--- src/rtl/pbd_pkg.sv ---
package pbd_pkg;

	localparam int HISTORY_DEPTH = 10;
	localparam int SAMPLE_BITS = 8;
	localparam int ELAPSED_BITS = 12;
	localparam int BPM_BITS = 8;
	localparam logic [ELAPSED_BITS-1:0] ELAPSED_MAX = 12'd4095;
	localparam logic [ELAPSED_BITS-1:0] SEED_INTERVAL = 12'd600;
	localparam int MS_PER_MINUTE = 60000;
	localparam int QUOT_BITS = 16;
	localparam int SUM_BITS = 16;

	localparam logic [3:0] TICK_RESET = 4'd2;
	localparam logic [9:0] HOLDOFF_RESET = 10'd250;
	localparam logic [11:0] TIMEOUT_RESET = 12'd2500;
	localparam logic [7:0] FLOOR_RESET = 8'd60;
	localparam logic [7:0] CEILING_RESET = 8'd150;

	localparam logic [2:0] REG_TICK = 3'd0;
	localparam logic [2:0] REG_HOLDOFF = 3'd1;
	localparam logic [2:0] REG_TIMEOUT = 3'd2;
	localparam logic [2:0] REG_FLOOR = 3'd3;
	localparam logic [2:0] REG_CEILING = 3'd4;

	typedef enum logic [2:0] {
		ST_IDLE,
		ST_UPDATE,
		ST_SHIFT,
		ST_MEAN,
		ST_DIVIDE,
		ST_FINISH,
		ST_OUTPUT
	} state_t;

	typedef struct packed {
		logic load;
		logic update;
		logic shift;
		logic mean;
		logic div_start;
		logic finish;
	} cmd_t;

	typedef struct packed {
		logic counted_beat;
		logic shift_done;
		logic div_done;
	} status_t;

endpackage

--- src/rtl/pbd_ctrl.sv ---
module pbd_ctrl (
	input  logic               clk,
	input  logic               arst_n,
	input  logic               in_valid,
	output logic               in_stall,
	output logic               out_valid,
	input  logic               out_stall,
	input  pbd_pkg::status_t   status,
	output pbd_pkg::cmd_t      cmd
);

	pbd_pkg::state_t state_q, state_next;

	always_ff @(posedge clk or negedge arst_n) begin
		if (!arst_n) begin
			state_q <= pbd_pkg::ST_IDLE;
		end else begin
			state_q <= state_next;
		end
	end

	always_comb begin
		state_next = state_q;
		unique case (state_q)
			pbd_pkg::ST_IDLE: begin
				if (in_valid) state_next = pbd_pkg::ST_UPDATE;
			end
			pbd_pkg::ST_UPDATE: begin
				state_next = status.counted_beat ? pbd_pkg::ST_SHIFT : pbd_pkg::ST_OUTPUT;
			end
			pbd_pkg::ST_SHIFT: begin
				if (status.shift_done) state_next = pbd_pkg::ST_MEAN;
			end
			pbd_pkg::ST_MEAN: state_next = pbd_pkg::ST_DIVIDE;
			pbd_pkg::ST_DIVIDE: begin
				if (status.div_done) state_next = pbd_pkg::ST_FINISH;
			end
			pbd_pkg::ST_FINISH: state_next = pbd_pkg::ST_OUTPUT;
			pbd_pkg::ST_OUTPUT: begin
				if (!out_stall) state_next = pbd_pkg::ST_IDLE;
			end
			default: state_next = pbd_pkg::ST_IDLE;
		endcase
	end

	always_comb begin
		cmd = '0;
		in_stall = 1'b1;
		out_valid = 1'b0;
		unique case (state_q)
			pbd_pkg::ST_IDLE: begin
				in_stall = 1'b0;
				cmd.load = in_valid;
			end
			pbd_pkg::ST_UPDATE: cmd.update = 1'b1;
			pbd_pkg::ST_SHIFT: cmd.shift = 1'b1;
			pbd_pkg::ST_MEAN: begin
				cmd.mean = 1'b1;
				cmd.div_start = 1'b1;
			end
			pbd_pkg::ST_DIVIDE: ;
			pbd_pkg::ST_FINISH: cmd.finish = 1'b1;
			pbd_pkg::ST_OUTPUT: out_valid = 1'b1;
			default: ;
		endcase
	end

endmodule

--- src/rtl/pbd_datapath.sv ---
module pbd_datapath #(
	parameter int HISTORY_DEPTH = pbd_pkg::HISTORY_DEPTH,
	parameter int SAMPLE_BITS = pbd_pkg::SAMPLE_BITS
) (
	input  logic                   clk,
	input  logic                   arst_n,
	input  pbd_pkg::cmd_t          cmd,
	output pbd_pkg::status_t       status,
	input  logic [SAMPLE_BITS-1:0] sample,
	input  logic [3:0]             tick_period_ms,
	input  logic [9:0]             holdoff_ms,
	input  logic [11:0]            silence_timeout_ms,
	input  logic [7:0]             rate_floor,
	input  logic [7:0]             rate_ceiling,
	output logic                   beat,
	output logic [7:0]             bpm,
	output logic [7:0]             heart_rate,
	output logic [11:0]            interval_ms,
	output logic                   pulse_high,
	output logic [9:0]             threshold
);

	localparam int LB = SAMPLE_BITS + 2;
	localparam int EB = pbd_pkg::ELAPSED_BITS;
	localparam int HB = $clog2(HISTORY_DEPTH);
	localparam int CB = $clog2(HISTORY_DEPTH + 1);
	localparam int QB = pbd_pkg::QUOT_BITS;
	localparam int SB = EB + CB;
	localparam logic [LB-1:0] SEED_LEVEL = LB'(1) << (SAMPLE_BITS + 1);
	localparam logic [CB-1:0] HLAST = CB'(HISTORY_DEPTH - 1);
	localparam int G_SHIFT = EB + 3;
	localparam logic [EB:0] FIFTH_RECIP = (EB+1)'(((1 << G_SHIFT) + 4) / 5);
	localparam int RS = SB + HB;
	localparam logic [SB:0] MEAN_RECIP =
		(SB+1)'(((64'd1 << RS) + 64'(HISTORY_DEPTH) - 64'd1) / 64'(HISTORY_DEPTH));

	logic [LB-1:0] level_q, peak_q, trough_q, detect_q;
	logic [EB-1:0] elapsed_q, interval_q;
	logic [EB-1:0] hist_q [HISTORY_DEPTH];
	logic          above_q, first_q, second_q, beat_q;
	logic [7:0]    bpm_q, rate_q;
	logic [CB-1:0] idx_q;
	logic [SB-1:0] total_q;
	logic [QB-1:0] mean_q;
	logic [QB-1:0] quot_q;
	logic [QB:0]   rem_q;
	logic [4:0]    bit_q;
	logic          busy_q;

	logic [EB:0]   n_wide;
	logic [EB-1:0] n;
	logic [2*EB:0] fifth_prod;
	logic [EB-1:0] fifth;
	logic [EB-1:0] guard;
	logic [2*SB:0] mean_prod;
	logic          below, above, fire, first_discard;
	logic [QB:0]   rem_try;
	logic [QB-1:0] num;

	assign n_wide = {1'b0, elapsed_q} + (EB+1)'(tick_period_ms);
	assign n = n_wide[EB] ? pbd_pkg::ELAPSED_MAX : n_wide[EB-1:0];
	assign fifth_prod = (2*EB+1)'(interval_q) * (2*EB+1)'(FIFTH_RECIP);
	assign fifth = EB'(fifth_prod >> G_SHIFT);
	assign guard = (fifth << 1) + fifth;
	assign mean_prod = (2*SB+1)'(total_q) * (2*SB+1)'(MEAN_RECIP);
	assign below = level_q < detect_q;
	assign above = level_q > detect_q;
	assign fire = (n > EB'(holdoff_ms)) && above && !above_q && (n > guard);
	assign first_discard = fire && first_q;
	assign num = QB'(pbd_pkg::MS_PER_MINUTE);
	assign rem_try = {rem_q[QB-1:0], num[bit_q[3:0]]} - {1'b0, mean_q};

	assign status.counted_beat = fire && !first_q;
	assign status.shift_done = (idx_q == HLAST);
	assign status.div_done = busy_q && (bit_q == 5'd0);

	always_ff @(posedge clk or negedge arst_n) begin
		if (!arst_n) begin
			peak_q <= SEED_LEVEL;
			trough_q <= SEED_LEVEL;
			detect_q <= SEED_LEVEL;
			elapsed_q <= '0;
			interval_q <= pbd_pkg::SEED_INTERVAL;
			above_q <= 1'b0;
			first_q <= 1'b1;
			second_q <= 1'b0;
			bpm_q <= '0;
			rate_q <= '0;
			beat_q <= 1'b0;
			busy_q <= 1'b0;
			for (int i = 0; i < HISTORY_DEPTH; i++) hist_q[i] <= '0;
		end else begin
			if (cmd.load) begin
				beat_q <= 1'b0;
			end
			if (cmd.update) begin
				logic       ab;
				logic [LB-1:0] pk, tr, dt;
				logic [LB:0]   am;
				ab = above_q;
				pk = peak_q;
				tr = trough_q;
				dt = detect_q;
				elapsed_q <= n;
				if (below && n > guard && level_q < trough_q) tr = level_q;
				if (above && level_q > peak_q) pk = level_q;
				if (fire) begin
					ab = 1'b1;
					interval_q <= n;
					elapsed_q <= '0;
					if (second_q) begin
						second_q <= 1'b0;
						for (int i = 0; i < HISTORY_DEPTH; i++) hist_q[i] <= n;
					end
					if (first_q) begin
						first_q <= 1'b0;
						second_q <= 1'b1;
					end
				end
				am = {1'b0, pk} - {1'b0, tr};
				if (!first_discard) begin
					if (below && ab) begin
						ab = 1'b0;
						dt = LB'($signed(am) / 2) + tr;
						pk = dt;
						tr = dt;
					end
					if (n > silence_timeout_ms) begin
						pk = SEED_LEVEL;
						tr = SEED_LEVEL;
						dt = SEED_LEVEL;
						elapsed_q <= '0;
						first_q <= 1'b1;
						second_q <= 1'b0;
					end
				end
				above_q <= ab;
				peak_q <= pk;
				trough_q <= tr;
				detect_q <= dt;
			end
			if (cmd.shift) begin
				if (idx_q == HLAST) hist_q[HISTORY_DEPTH-1] <= interval_q;
				else hist_q[idx_q[HB-1:0]] <= hist_q[idx_q[HB-1:0] + HB'(1)];
			end
			if (cmd.div_start) begin
				busy_q <= 1'b1;
			end else if (busy_q && bit_q == 5'd0) begin
				busy_q <= 1'b0;
			end
			if (cmd.finish) begin
				logic [QB-1:0] raw;
				raw = (mean_q == '0) ? QB'(255) : quot_q;
				bpm_q <= (raw > QB'(255)) ? 8'd255 : raw[7:0];
				rate_q <= (raw >= QB'(rate_floor) && raw <= QB'(rate_ceiling)) ?
					raw[7:0] : 8'd0;
				beat_q <= 1'b1;
			end
		end
	end

	always_ff @(posedge clk) begin
		if (cmd.load) begin
			level_q <= LB'(sample) << 2;
			idx_q <= '0;
			total_q <= '0;
		end
		if (cmd.shift) begin
			idx_q <= idx_q + CB'(1);
			if (idx_q == HLAST) total_q <= total_q + SB'(interval_q);
			else total_q <= total_q + SB'(hist_q[idx_q[HB-1:0] + HB'(1)]);
		end
		if (cmd.mean) begin
			mean_q <= QB'(mean_prod >> RS);
			rem_q <= '0;
			quot_q <= '0;
			bit_q <= 5'(QB - 1);
		end else if (busy_q) begin
			if (!rem_try[QB]) begin
				rem_q <= rem_try;
				quot_q <= {quot_q[QB-2:0], 1'b1};
			end else begin
				rem_q <= {rem_q[QB-1:0], num[bit_q[3:0]]};
				quot_q <= {quot_q[QB-2:0], 1'b0};
			end
			if (bit_q != 5'd0) bit_q <= bit_q - 5'd1;
		end
	end

	assign beat = beat_q;
	assign bpm = bpm_q;
	assign heart_rate = rate_q;
	assign interval_ms = interval_q;
	assign pulse_high = above_q;
	assign threshold = detect_q[9:0];

endmodule

--- src/rtl/pbd_regs.sv ---
module pbd_regs (
	input  logic        clk,
	input  logic        arst_n,
	input  logic        psel,
	input  logic        penable,
	input  logic        pwrite,
	input  logic [4:0]  paddr,
	input  logic [31:0] pwdata,
	output logic [31:0] prdata,
	output logic        pready,
	output logic [3:0]  tick_period_ms,
	output logic [9:0]  holdoff_ms,
	output logic [11:0] silence_timeout_ms,
	output logic [7:0]  rate_floor,
	output logic [7:0]  rate_ceiling
);

	logic [2:0] idx;
	logic       wr;

	assign idx = paddr[4:2];
	assign wr = psel && penable && pwrite;
	assign pready = 1'b1;

	always_ff @(posedge clk or negedge arst_n) begin
		if (!arst_n) begin
			tick_period_ms <= pbd_pkg::TICK_RESET;
			holdoff_ms <= pbd_pkg::HOLDOFF_RESET;
			silence_timeout_ms <= pbd_pkg::TIMEOUT_RESET;
			rate_floor <= pbd_pkg::FLOOR_RESET;
			rate_ceiling <= pbd_pkg::CEILING_RESET;
		end else if (wr) begin
			unique case (idx)
				pbd_pkg::REG_TICK: tick_period_ms <= pwdata[3:0];
				pbd_pkg::REG_HOLDOFF: holdoff_ms <= pwdata[9:0];
				pbd_pkg::REG_TIMEOUT: silence_timeout_ms <= pwdata[11:0];
				pbd_pkg::REG_FLOOR: rate_floor <= pwdata[7:0];
				pbd_pkg::REG_CEILING: rate_ceiling <= pwdata[7:0];
				default: ;
			endcase
		end
	end

	always_comb begin
		prdata = '0;
		unique case (idx)
			pbd_pkg::REG_TICK: prdata = 32'(tick_period_ms);
			pbd_pkg::REG_HOLDOFF: prdata = 32'(holdoff_ms);
			pbd_pkg::REG_TIMEOUT: prdata = 32'(silence_timeout_ms);
			pbd_pkg::REG_FLOOR: prdata = 32'(rate_floor);
			pbd_pkg::REG_CEILING: prdata = 32'(rate_ceiling);
			default: prdata = '0;
		endcase
	end

endmodule

--- src/rtl/pulse_beat_detector_core.sv ---
// channel   direction  handshake                  payload
// sample    in         sample_valid/sample_stall   sample
// result    out        result_valid/result_stall   beat bpm heart_rate interval_ms
//                                                  pulse_high threshold
// config    in         APB psel/penable/pwrite     paddr pwdata prdata
// A sample without a counted beat goes through accept, update and result.
// A counted beat adds a history shift over HISTORY_DEPTH entries, a mean step,
// a 16-bit restoring divider and a finish step before the result.
// One sample is in flight at a time; the next is taken once the result leaves.
// A stalled result holds; reset restores the seeds.
module pulse_beat_detector_core #(
	parameter int HISTORY_DEPTH = pbd_pkg::HISTORY_DEPTH,
	parameter int SAMPLE_BITS = pbd_pkg::SAMPLE_BITS
) (
	input  logic                   clk,
	input  logic                   arst_n,
	input  logic                   psel,
	input  logic                   penable,
	input  logic                   pwrite,
	input  logic [4:0]             paddr,
	input  logic [31:0]            pwdata,
	output logic [31:0]            prdata,
	output logic                   pready,
	input  logic                   sample_valid,
	output logic                   sample_stall,
	input  logic [SAMPLE_BITS-1:0] sample,
	output logic                   result_valid,
	input  logic                   result_stall,
	output logic                   beat,
	output logic [7:0]             bpm,
	output logic [7:0]             heart_rate,
	output logic [11:0]            interval_ms,
	output logic                   pulse_high,
	output logic [9:0]             threshold
);

	logic [3:0]  tick_period_ms;
	logic [9:0]  holdoff_ms;
	logic [11:0] silence_timeout_ms;
	logic [7:0]  rate_floor, rate_ceiling;
	pbd_pkg::cmd_t    cmd;
	pbd_pkg::status_t status;

	pbd_regs u_regs (
		.clk, .arst_n, .psel, .penable, .pwrite, .paddr, .pwdata, .prdata, .pready,
		.tick_period_ms, .holdoff_ms, .silence_timeout_ms, .rate_floor, .rate_ceiling
	);

	pbd_ctrl u_ctrl (
		.clk, .arst_n,
		.in_valid(sample_valid), .in_stall(sample_stall),
		.out_valid(result_valid), .out_stall(result_stall),
		.status, .cmd
	);

	pbd_datapath #(.HISTORY_DEPTH(HISTORY_DEPTH), .SAMPLE_BITS(SAMPLE_BITS)) u_dp (
		.clk, .arst_n, .cmd, .status, .sample,
		.tick_period_ms, .holdoff_ms, .silence_timeout_ms, .rate_floor, .rate_ceiling,
		.beat, .bpm, .heart_rate, .interval_ms, .pulse_high, .threshold
	);

endmodule
--- config.mk ---
export PLATFORM = sky130hd
export DESIGN_NAME = pulse_beat_detector_core
export DESIGN_NICKNAME = d
export VERILOG_FILES = /design/src/rtl/pbd_pkg.sv /design/src/rtl/pbd_ctrl.sv /design/src/rtl/pbd_datapath.sv /design/src/rtl/pbd_regs.sv /design/src/rtl/pulse_beat_detector_core.sv
export SDC_FILE = /design/constraint.sdc
export NUM_CORES = 1
export LEC_CHECK = 0
export BUFFER_PORTS_ARGS = -buffer_cell sky130_fd_sc_hd__buf_2
export CORE_AREA = 2 2 310 312
export CTS_CLUSTER_SIZE = 12
export DETAILED_ROUTE_END_ITERATION = 8
export DIE_AREA = 0 0 312 314
export PLACE_DENSITY_LB_ADDON = 0.25
export RECOVER_POWER = 50
export SYNTH_ARGS = -nofsm -noshare
export SYNTH_HDL_FRONTEND = slang
export SYNTH_HIERARCHICAL = 1
export SYNTH_SLANG_ARGS = --single-unit
--- constraint.sdc ---
create_clock -name clk -period 16.4 [get_ports clk]
set_clock_uncertainty 0.15 [all_clocks]
set_input_delay 0.82 -clock clk [delete_from_list [all_inputs] [get_ports clk]]
set_output_delay 0.82 -clock clk [all_outputs]
set_load 0.005 [all_outputs]
### Yosys cells after proc, flatten, opt, wreduce, memory -nomap -nowiden

Memory sizes are Yosys's and may differ from the RTL's. A register that Yosys moved wholly into a read port is not among the register bits.
Index checks and enable logic that the tools add are counted.

| word-level totals | value |
|---|---|
| memories | 1 |
| input bits | 52 |
| memory bits (read-only) | 16 |
| flip-flop bits (word level) | 318 |
| logic and storage cells | 185 |

Memory list:

| memory | depth | bits a word | rd ports | clocked after memory_dff | write ports | RTL line | text |
|---|---|---|---|---|---|---|---|
| (name not given) | 16 | 1 | 1 | 1 | 0 | pbd_datapath.sv:71 | `assign rem_try = {rem_q[QB-1:0], num[bit_q[3:0]]} - {1'b0, mean_q};` |

| operators by class | value |
|---|---|
| multipliers | 2 |
| bitwise logic cells | 4 |
| add/subtract/negate cells | 10 |
| multiplexer cells | 70 |
| order comparisons | 14 |
| reductions and logical operators | 34 |
| eq/ne operators | 15 |

Operators with widths:

| operator | count |
|---|---|
| $mux W120 | 4 |
| $bwmux W120 | 1 |
| $mux W10 | 12 |
| $mux W108 | 1 |
| $mux W12 | 8 |
| $mux W16 | 5 |
| $pmux W12 S5 | 1 |
| $bmux W12 S4 | 1 |
| $demux W12 S4 | 1 |
| $add A16 B12 Y16 | 2 |
| $mul A16 B16 Y32 const B | 1 |
| $gt A12 B12 Y1 | 2 |
| $mul A12 B12 Y24 const B | 1 |
| $mux W1 | 23 |
| $pmux W3 S7 | 1 |
| $gt A10 B10 Y1 | 2 |
| $lt A10 B10 Y1 | 2 |
| $sub A17 B13 Y17 | 1 |
| $ge A16 B8 Y1 | 1 |
| $gt A16 B8 Y1 const B | 1 |
| $le A16 B8 Y1 | 1 |
| $logic_not A16 Y1 | 1 |
| $mux W4 | 4 |
| $mux W8 | 2 |
| 30 further kinds | 70 |

### Logic depth before layout (Yosys ltp)

| logic depth | value |
|---|---|
| depth after elaboration | 14 |
| gate-level depth with buffers | 52 |
| mapped depth without buffers | 51 |

### By module

Netlist, hierarchy kept.

Modules (own cells, without submodules):

| module | cells an instance | seq. area each (µm²) | area each (µm²) | times used |
|---|---|---|---|---|
| pbd_datapath | 2,485 | 6,881.6 | 23,943.0 | 1 |
| pbd_regs | 166 | 1,076.0 | 2,147.1 | 1 |
| pbd_ctrl | 29 | 75.1 | 206.4 | 1 |

### Least setup slack after synthesis

Ideal clock, no wire load.

| path | value |
|---|---|
| kind | reg2reg |
| start | register u_dp.interval_q[7] (netlist: u_dp/interval_ms[7]) |
| end | register u_dp.trough_q[8] |
| path buffers | 1 |
| arrival time | 10.836 ns |
| setup slack | 5.311 ns |
| period minus slack after synthesis | 11.089 ns |
| stages on the path, launching flop included | 52 |
| cell sequence | dfrtp_1 -> ha_1 -> inv_1 -> fa_1 -> inv_1 -> fa_1 -> fa_1 -> inv_1 -> fa_1 -> inv_1 -> ha_1 -> a211oi_1 -> o2111ai_1 -> a311o_1 -> a31oi_1 -> o21ai_0 -> a21oi_1 -> o21bai_1 -> [... 16 more ...] -> inv_1 -> fa_1 -> a21o_1 -> a21oi_1 -> o21ai_0 -> or4_1 -> a41oi_1 -> nor2b_1 -> fa_1 -> fa_1 -> a21o_1 -> a21oi_1 -> o21bai_1 -> a21oi_1 -> o21ai_0 -> xor2_1 -> nand2_1 -> a221oi_1 |

| on the way | value |
|---|---|
| cells in the longest elaborated chain, start to end | 14 |

RTL lines:

| item | RTL line | text |
|---|---|---|
| start, declared | pbd_datapath.sv:38 | `logic [EB-1:0] elapsed_q, interval_q;` |
| start signal, assigned | pbd_datapath.sv:83 | `interval_q <= pbd_pkg::SEED_INTERVAL;` |
| start signal, assigned | pbd_datapath.sv:109 | `interval_q <= n;` |
| $mul A12 B12 Y24 (*) | pbd_datapath.sv:62 | `assign fifth_prod = (2*EB+1)'(interval_q) * (2*EB+1)'(FIFTH_RECIP);` |
| $add A11 B10 Y12 (*) | pbd_datapath.sv:64 | `assign guard = (fifth << 1) + fifth;` |
| $gt A12 B12 Y1 (*) | pbd_datapath.sv:68, pbd_datapath.sv:105 |  |
| $logic_and A1 B1 Y1 (2 in a row) | pbd_datapath.sv:105 | `if (below && n > guard && level_q < trough_q) tr = level_q;` |
| $mux W10 | pbd_datapath.sv:105 |  |
| $mux W10 | pbd_datapath.sv:96 | `if (cmd.update) begin` |
| $sub A10 B10 Y11 | pbd_datapath.sv:120 | `am = {1'b0, pk} - {1'b0, tr};` |
| $and A1 B1 Y1 (no line) | n/a |  |
| $add A10 B1 Y10 (no line) | n/a |  |
| $add A10 B10 Y10 | pbd_datapath.sv:124 | `dt = LB'($signed(am) / 2) + tr;` |
| $mux W10 | pbd_datapath.sv:122 | `if (below && ab) begin` |
| $mux W10 | pbd_datapath.sv:128 | `if (n > silence_timeout_ms) begin` |
| $mux W10 (*) | pbd_datapath.sv:121 | `if (!first_discard) begin` |
| end signal, assigned | pbd_datapath.sv:139 | `trough_q <= tr;` |
| end, declared | pbd_datapath.sv:37 | `logic [LB-1:0] level_q, peak_q, trough_q, detect_q;` |

Every way passes the cells marked *; elsewhere a longest branch is shown, timed or not. The select of a mux whose other input is x is not followed.
A chain may end at the register's enable or synchronous reset.

### Worst setup path in the final report

| path | value |
|---|---|
| start | register u_dp.interval_q[1] (netlist: u_dp/interval_ms[1]) |
| end | register u_dp.trough_q[9] |

The elaborated chain is that of the path after synthesis.

==> results_dict.tcl <==
set metrics [dict create \
    cts_buffers 39 \
    endpoint_kind "flip-flop" \
    critPathMaxFanout 9 \
    nets 3264 \
    portBuffers 83 \
    antenna_found_initial 5 \
    wl_per_cell_um 16.92 \
    wl_mm 68.19 \
    drtAntennaViolNets 0 \
    grt_max_degree 161 \
    setup_viol 0 \
    seq_area_um2 8034 \
    busiest_layer "met2" \
    whs_ps 278.3 \
    timing.fmax_mhz 76.25 \
    drive_above_1_share_pct 10.35 \
    cts.path.max_buffers 3 \
    fp-row-count 113 \
    multi_input_area_um2 16480 \
    synth_edf_count 41 \
    finalHoldViolCount 0 \
    status "complete, but fails checks" \
    cts_tree "built" \
    maxSlewViolCount 295 \
    yosysTopAreaCellShare_pct 20.17 \
    drc 0 \
    die_y_um 314 \
    cp_top_family "compound AO/OA/AOI/OAI gates" \
    cts_resized 0 \
    ys_async_sr_fraction_pct 75.24 \
    ys_warn_count 6 \
    yosys.area.top_type "dfrtp_1" \
    grt_util_met2_pct 24.19 \
    finalCritPeriodShare_pct 79.97 \
    cpMostUsedCell "ha_1" \
    grt_setup_unrepaired "no" \
    failed_checks "capacitance limit, slew limit" \
    maxCapViolCount 3 \
    clk_latency_ps 560 \
    criticalPathCategory "flip-flop to flip-flop" \
    tightest_slew_ps 8530 \
    slew_headroom_pct -468.6 \
    track_usage_pct 14.02 \
    pre_cts_slack_ps 3010 \
    syn_area_um2 26300 \
    dpl.hpwl_mm 50.90 \
    die_area_um2 97970 \
    hold_class "input port to flip-flop" \
    io_pins 127 \
    clk_pin_slew_ps 60 \
    dr.first_iter.drc_count 1069 \
    crit_arrival_ps 13430 \
    syn_avg_cell_area_um2 9.812 \
    place_congestion 0.8071 \
    grt_pass1_vias 19400 \
    critPathMaxStageDelay_ps 730 \
    ys_ff_latch 319 \
    area_delta_synth_final_pct 11.43 \
    period_needed_ps 13120 \
    clock-root-buffer "clkbuf_16" \
    viasPerCell 4.707 \
    cts_setup_buffers 0 \
    ys_types 83 \
    core_area_um2 94450 \
    cp.required_ps 16710 \
    fin_setup_tns_ps 0 \
    startpoint_type "flip-flop" \
    n_fill_cell 9916 \
    synth_sequential_area_ratio_pct 30.55 \
    synth_ff_type "dfrtp_1" \
    route.vias.total 18970 \
    floorplan.initialDensity_pct 27.84 \
    diodes 0 \
    cts_max_level 2 \
    synthTopCellsByArea "dfrtp_1 20%, ha_1 17%, fa_1 9.5%, inv_1 5.2%, edfxtp_1 4.7%" \
    fin_ws_ps 3285 \
    firstDrtPassIters 6 \
    path_buf_inv 5 \
    synth_cells 2680 \
    grtUsageMet1_pct 18.86 \
    cts.sinks 319 \
    gr-usage-met3_pct 1.528 \
    cts_hold_buf 0 \
    crit_slowest_cell "dfrtp_1" \
    grt_overflow 0 \
    grt_pass1_wl_mm 109.9 \
    die_x_um 312 \
]
metal layers:
metal	up-vias	share of wire, %
met2	264	48
li1	9426	-
met5	-	0
met1	9192	47
met3	84	2.6
met4	0	2.0
state kept, by name, indices dropped and copies added, names as in the netlist, 10 cells and up, named ones only:
register / cells
u_dp/mean_q: 13
u_regs/silence_timeout_ms: 12
u_dp/peak_q: 10
u_dp/hist_q: 120
u_dp/trough_q: 10
u_dp/total_q: 16
u_dp/rem_q: 16
u_dp/threshold: 10
u_regs/holdoff_ms: 10
u_dp/quot_q: 16
u_dp/elapsed_q: 12
u_dp/interval_ms: 12
final timing paths:
| path | depth (start not counted) | startpoint | slack [ps] | endpoint |
|---|---|---|---|---|
| hold reg to reg | 2 | u_dp/threshold[9] | 340 | u_dp/threshold[9] |
| hold / removal | 1 | sample[5] | 280 | u_dp/level_q[7] |
| min in group asynchronous | 1 | arst_n | 1720 | u_dp/trough_q[2] |
| setup / recovery | 49 | u_dp/interval_ms[1] | 3280 | u_dp/trough_q[9] |
| max in group asynchronous | 2 | arst_n | 3870 | u_dp/busy_q |
| setup reg to reg | 49 | u_dp/interval_ms[1] | 3280 | u_dp/trough_q[9] |
area by class of cell:
type                            count  share of cell area (%)
Clock buffer                       62                   4.010
Clock inverter                      9                  0.3032
Multi-Input combinational cell   1901                   56.24
Tap cell                         1265                   5.402
Inverter                          367                   4.701
Sequential cell                   319                   27.42
Timing Repair Buffer              106                   1.930
synthesized netlist by cell type (26+ instances only):
master and instances:
edfxtp_1 41, o211ai_1 26, a21oi_1 119, nand2_1 90, o22ai_1 35, nand3_1 27, nor2_1 240, inv_1 364
dfxtp_1 38, xor2_1 26, mux2i_1 98, fa_1 125, o21ai_0 74, a21o_1 50, nor3_1 27, xnor2_1 45
nand2b_1 83, o31ai_1 77, nor2b_1 36, dfrtp_1 212, ha_1 353, a211oi_1 39, dfstp_2 28, mux2_2 54
clkbuf_1 69
through the flow:
stage	util [%]	instances	cell area (um2)
after floorplan	-	2699	26370
after global placement	29.75	3958	28100
after detailed placement	29.75	3958	28100
after CTS	31.09	4029	29360
after global routing	31.03	4029	29300
final	31.03	4029	29300
logic make-up (layout without fill, tap and decap cells):
logic type	Yosys count	after routing	share of synthesized area (%)
DFF	319	319	30.55
buffers and inverters	479	544	7.285
AOI/OAI and AO/OA	549	549	14.04
other	2	21	0.02856
muxes	180	180	8.327
adders and majority gates	478	478	26.31
xor gates and xnor gates	71	71	2.365
and+or+nand+nor	602	602	11.10
cell usage in the layout, fill, tap and decap left out, drive strengths merged, types with 9 or more instances in the layout:
cell type,netlist,routed
nand2b,83,83
nor2b,36,36
nand2,90,90
and3,16,16
mux2i,98,98
nor2,243,243
xor2,26,26
o211ai,26,26
mux4,24,24
a21boi,10,10
o31ai,77,77
clkbuf,70,74
xnor2,45,45
nand4,20,20
fa,125,125
ha,353,353
mux2,58,58
nand3,27,27
a21o,50,50
dfstp,28,28
o22ai,35,35
conb,2,21
o21ai,82,82
o21a,23,23
dfxtp,38,38
a21oi,120,120
and2,13,13
nor4,9,9
edfxtp,41,41
nor3,27,27
buf,42,94
o22a,20,20
a211oi,39,39
dfrtp,212,212
inv,366,367
Power is not shown: default switching activity piles up to over one toggle a cycle in this logic, so the estimate is an artifact.
